### src/rtl/tbp_ram.sv
// tbp_ram: generic one write port, one read port RAM with registered read data
// no dependencies; read of an address written in the same cycle returns the old data
`timescale 1ns / 1ps
`default_nettype none

module tbp_ram #(
	parameter int ADDR_BITS = 10,
	parameter int DATA_BITS = 2
) (
	input  logic                 clk,
	input  logic                 we,
	input  logic [ADDR_BITS-1:0] waddr,
	input  logic [DATA_BITS-1:0] wdata,
	input  logic                 re,
	input  logic [ADDR_BITS-1:0] raddr,
	output logic [DATA_BITS-1:0] rdata
);

	logic [DATA_BITS-1:0] mem [2**ADDR_BITS];

	// write port
	always_ff @(posedge clk) begin
		if (we) begin
			mem[waddr] <= wdata;
		end
	end

	// registered read port
	always_ff @(posedge clk) begin
		if (re) begin
			rdata <= mem[raddr];
		end
	end

endmodule : tbp_ram

`default_nettype wire
### config.mk
export PLATFORM = sky130hd
export DESIGN_NAME = tbp_ram
export DESIGN_NICKNAME = d
export VERILOG_FILES = /design/src/rtl/tbp_ram.sv
export SDC_FILE = /design/constraint.sdc
export NUM_CORES = 2
export LEC_CHECK = 0
export BUFFER_PORTS_ARGS = -buffer_cell sky130_fd_sc_hd__buf_2
export CORE_ASPECT_RATIO = 0.6
export CORE_MARGIN = 2
export CORE_UTILIZATION = 50
export CTS_CLUSTER_DIAMETER = 40
export DETAILED_ROUTE_END_ITERATION = 10
export HOLD_SLACK_MARGIN = 0.02
export PLACE_DENSITY = 0.63
export SLEW_MARGIN = 30
export SYNTH_ARGS = -nofsm -noshare
export SYNTH_HDL_FRONTEND = slang
export SYNTH_SLANG_ARGS = --single-unit
### constraint.sdc
create_clock -name clk -period 3.61 [get_ports clk]
set_input_delay 0.361 -clock clk [delete_from_list [all_inputs] [get_ports clk]]
set_output_delay 0.361 -clock clk [all_outputs]
set_load 0.005 [all_outputs]
# Yosys cells after proc, flatten, opt, wreduce, memory -nomap -nowiden
# Memory sizes are Yosys's and may differ from the RTL's. A register that Yosys moved wholly into a read port is not among the register bits.
# Cells that the tools add are included.
# op_classes
muxes	2
# ops
op	count
two-way mux 1 bit	2
# totals
register_bits	0
mem_bits_rw	2048
memories	1
# mem_list
name	depth	word_bits	read_ports	rd_clocked_by_memory_dff	wr	line	rtl
mem	1024	2	1	1	1	19	logic [DATA_BITS-1:0] mem [2**ADDR_BITS];

# Longest topological paths before layout
# depth
ltp_word	2
depth_mapped	15
depth_no_buf	8

# Worst setup path before layout
# No wires, ideal clock.
# synth_path
kind	input port to flip-flop
startpoint	input raddr[0]
endpoint	register rdata[1], read port of mem (data pin)
arrival_time_ps	2583
t_required_ps	3333
setup_slack_ps	750
path_stages	12
n_path_buf	5
path_cell_list	buf_6 > buf_12 > buf_8 > buf_6 > buf_6 > mux4_2 > a221oi_1 > o21ai_0 > nor3_1 > o31ai_1 > o31ai_1 > nand4_1
# synth_lines
item	line	rtl
start: declaration	15	input logic [ADDR_BITS-1:0] raddr,
end: declaration	16	output logic [DATA_BITS-1:0] rdata

==> metrics.txt <==
max_slew headroom=27.81%; total track usage=28.53%; crit share post-route=97.02%; max incr delay on CP=580 ps; initial antenna violation count=12; routed vias=47.87k; Mean Syn Cell Area=17.48 um^2; row count=116; Clk Latency, worst-skew pair=830 ps; syn_nets=4818; chip height=321.1 um; Hold Path Cell Cnt=1; TritonCTS clock tree=built; Sw Ratio=21.90%; htree depth=4; Clk pwr share=42.0%; Initial Util=50.28%; cells after synthesis=4793; RSZ-0062 raised after global routing=no; Worst-path clk slew=60 ps; die width=532.5 um; Worst setup startpoint=raddr[2]; Pint=39040 uW; largest net degree at the start of global routing=168; GR Overflow Total=0; layout cells sized above 1=22.93%; R2R setup slack=450 ps; static leakage=0.02922 uW; Port Buffer Count=26; hold path startpoint=wdata[1]; final hold violations=0; Synth-to-Final Area Change=13.33%; Yosys reg bits=2050; drt initial violations=7793; placer congestion estimate=0.8703; # setup viols final=0; status=finished, final reports clean; Placed Area=88500 um^2; critical-path cell list=buf_4, nand2b_4, buf_4, buf_12, o221ai_1, o22ai_1, o21ai_2, o221ai_1, o21a_1, or3_1, nand4_1; DRT Wirelength=245200 um; Ys Warns=0; count of pins over their slew limit=0; Distinct cells, synth=65; first-pass GRT wire length=346800 um; WP data required=4300 ps; Crit. End Element=register; Hold Path Sink=mem[244][1]$_DFFE_PP_; setup TNS=0 ps; NetSw=10940 uW; Max-cap violations=0; Critical Path Fanout Max=44; Worst IR Drop VDD=0.4048 mV; drt first pass iters=6; Post-synth EDFFs=2050; core box area=166600 um^2; # DRC=0; Core Util, Final=56.98%; post-synthesis sequential area ratio=73.48%; die area=171000 um^2; final net count=4995; Comb pwr share=5.6%; Post-synth top flop=edfxtp_1; post-DP HPWL=148800 um; worst-case clock buffer depth=4; filler instances=12.68k; root buffer cell=clkbuf_16; most frequent cells in the layout=edfxtp_1, nor2_1, mux4_2; clock sinks=2050; PwrDens=526.5 nW/um^2; Hold Crit Class=input pin to register; Slew @ Worst Pin=1083 ps; most common cell after layout, fill and taps aside=edfxtp_1; Reg2Reg Depth=8; critical path type=input pin to register; Max Freq=285.5 MHz; Vias per Instance=6.495; final instance area=94950 um^2; Worst Skew=44.62 ps; post-route minimum period=3502 ps; worst path arrival time=4190 ps; routed len/inst=33.27 um; CTS buffer count=194; Flop pwr share=52.4%; vias in the first global route=45.81k; Ports=27; crit path launch type=input pin; Cell Area, Synth=83780 um^2; Crit-path slowest cell=o21ai_2; Reg-to-Reg End=rdata[0]$_DFFE_PP_; Async SR Flop Fraction=0%; FF-to-FF Start=mem[4][0]$_DFFE_PP_; Routed Antenna Nets=0
[worst max-delay path by stage]
stage | cells after the start | endpoint | slack [ps]
2_1_floorplan | 12 | rdata[1]$_DFFE_PP_ | 750
6_report | 11 | rdata[0]$_DFFE_PP_ | 110
3_3_place_gp | 11 | rdata[0]$_DFFE_PP_ | -1740
5_1_grt | 11 | rdata[0]$_DFFE_PP_ | 160
3_5_place_dp | 10 | rdata[0]$_DFFE_PP_ | -570
4_1_cts | 11 | rdata[0]$_DFFE_PP_ | 280
[worst max-delay path, delay by kind of cell]
family,cells,cell delay [ps]
AOI/OAI and AO/OA,5,2170
buffers and inverters,3,850
and+or+nand+nor,3,700
[what timing repair did]
item,CTS,global route
hold buffers,2,0
buffers inserted,0,0
hold endpoints to repair,4,0
resized for setup,0,0
[synth_stat cells (all sizes together) (2+ instances only)]
master   number  area share (%)
o311ai        4           0.042
a311oi        3           0.031
mux2i       205             2.4
mux4        449              12
or4b          3           0.036
nor4b         3           0.031
a211o         2           0.021
or2           3           0.022
o221ai       83            0.88
o211ai        2           0.018
mux2         10            0.13
nand2        96            0.43
a31oi         7           0.052
o2111ai       2           0.021
a2111oi       3           0.039
o22ai        45            0.34
and2          6           0.045
edfxtp     2050              73
nand3b        4           0.036
inv           5           0.022
nor4         10           0.082
and3          8           0.060
nor2b        13           0.097
o31ai         5           0.045
a22o         13            0.14
and3b         2           0.021
buf         157             1.4
nor3         45            0.27
nand4        13           0.097
nor3b        10           0.090
a21oi        70            0.42
nor2       1054             4.7
nand2b        8           0.060
o21ai        36            0.22
nand3        39            0.23
o21a          2           0.018
a221oi       13            0.14
clkbuf      239             1.1
a211oi       13            0.12
a22oi        45            0.40
or3           2           0.015
[layer usage]
layer  GRT usage [%]  vias to the layer above  share of wire [%]
met1           44.53                    24898                 41
li1                -                    19276                  -
met2           38.83                     3322                 41
met3           9.761                      365                 15
met5               0                        -              0.017
met4           5.689                        8                2.1
[cells by family (layout without fill, tap and decap cells)]
family	after synthesis	after routing	synth area share, %
AO/OA/AOI/OAI	353	353	2.978
flip-flops	2050	2050	73.48
AND/OR/NAND/NOR	1324	1324	6.401
other	0	7	0
buffers and inverters	402	730	2.488
multiplexers	664	664	14.65
[registers in the layout, indices dropped and copies added (netlist names)]
name and flops:
mem 2048, rdata 2
[final cells by class]
type / instances / area, um^2 / share of cell area [%]
Timing Repair Buffer: 377 / 3587 / 3.778
Clock inverter: 121 / 1359 / 1.431
Antenna cell: 7 / 17.52 / 0.01845
Clock buffer: 226 / 5039 / 5.307
Multi-Input combinational cell: 2341 / 20550 / 21.65
Sequential cell: 2050 / 61560 / 64.83
Tap cell: 2242 / 2805 / 2.954
Inverter: 6 / 26.28 / 0.02767
[power groups by stage]
stage	combinational, uW	sequential (uW)	clock, uW
global route	2910	26200	22100
finish	2800	26200	21000
global placement	2720	26700	0
detailed placement	2740	26700	0
floorplan	1370	26700	0
CTS	2750	26200	21100
[through the flow]
step	setup WS, ps	hold slack [ps]	instances	total power, uW
after floorplan	749.6	459.9	4793	28080
after global placement	-1739	704.4	7012	29430
after detailed placement	-571.9	702.8	7014	29450
after CTS	279.0	35.27	7363	50070
after global routing	156.3	43.69	7363	51150
final	107.5	28.79	7370	49990
(Power assumes the default switching activity.)
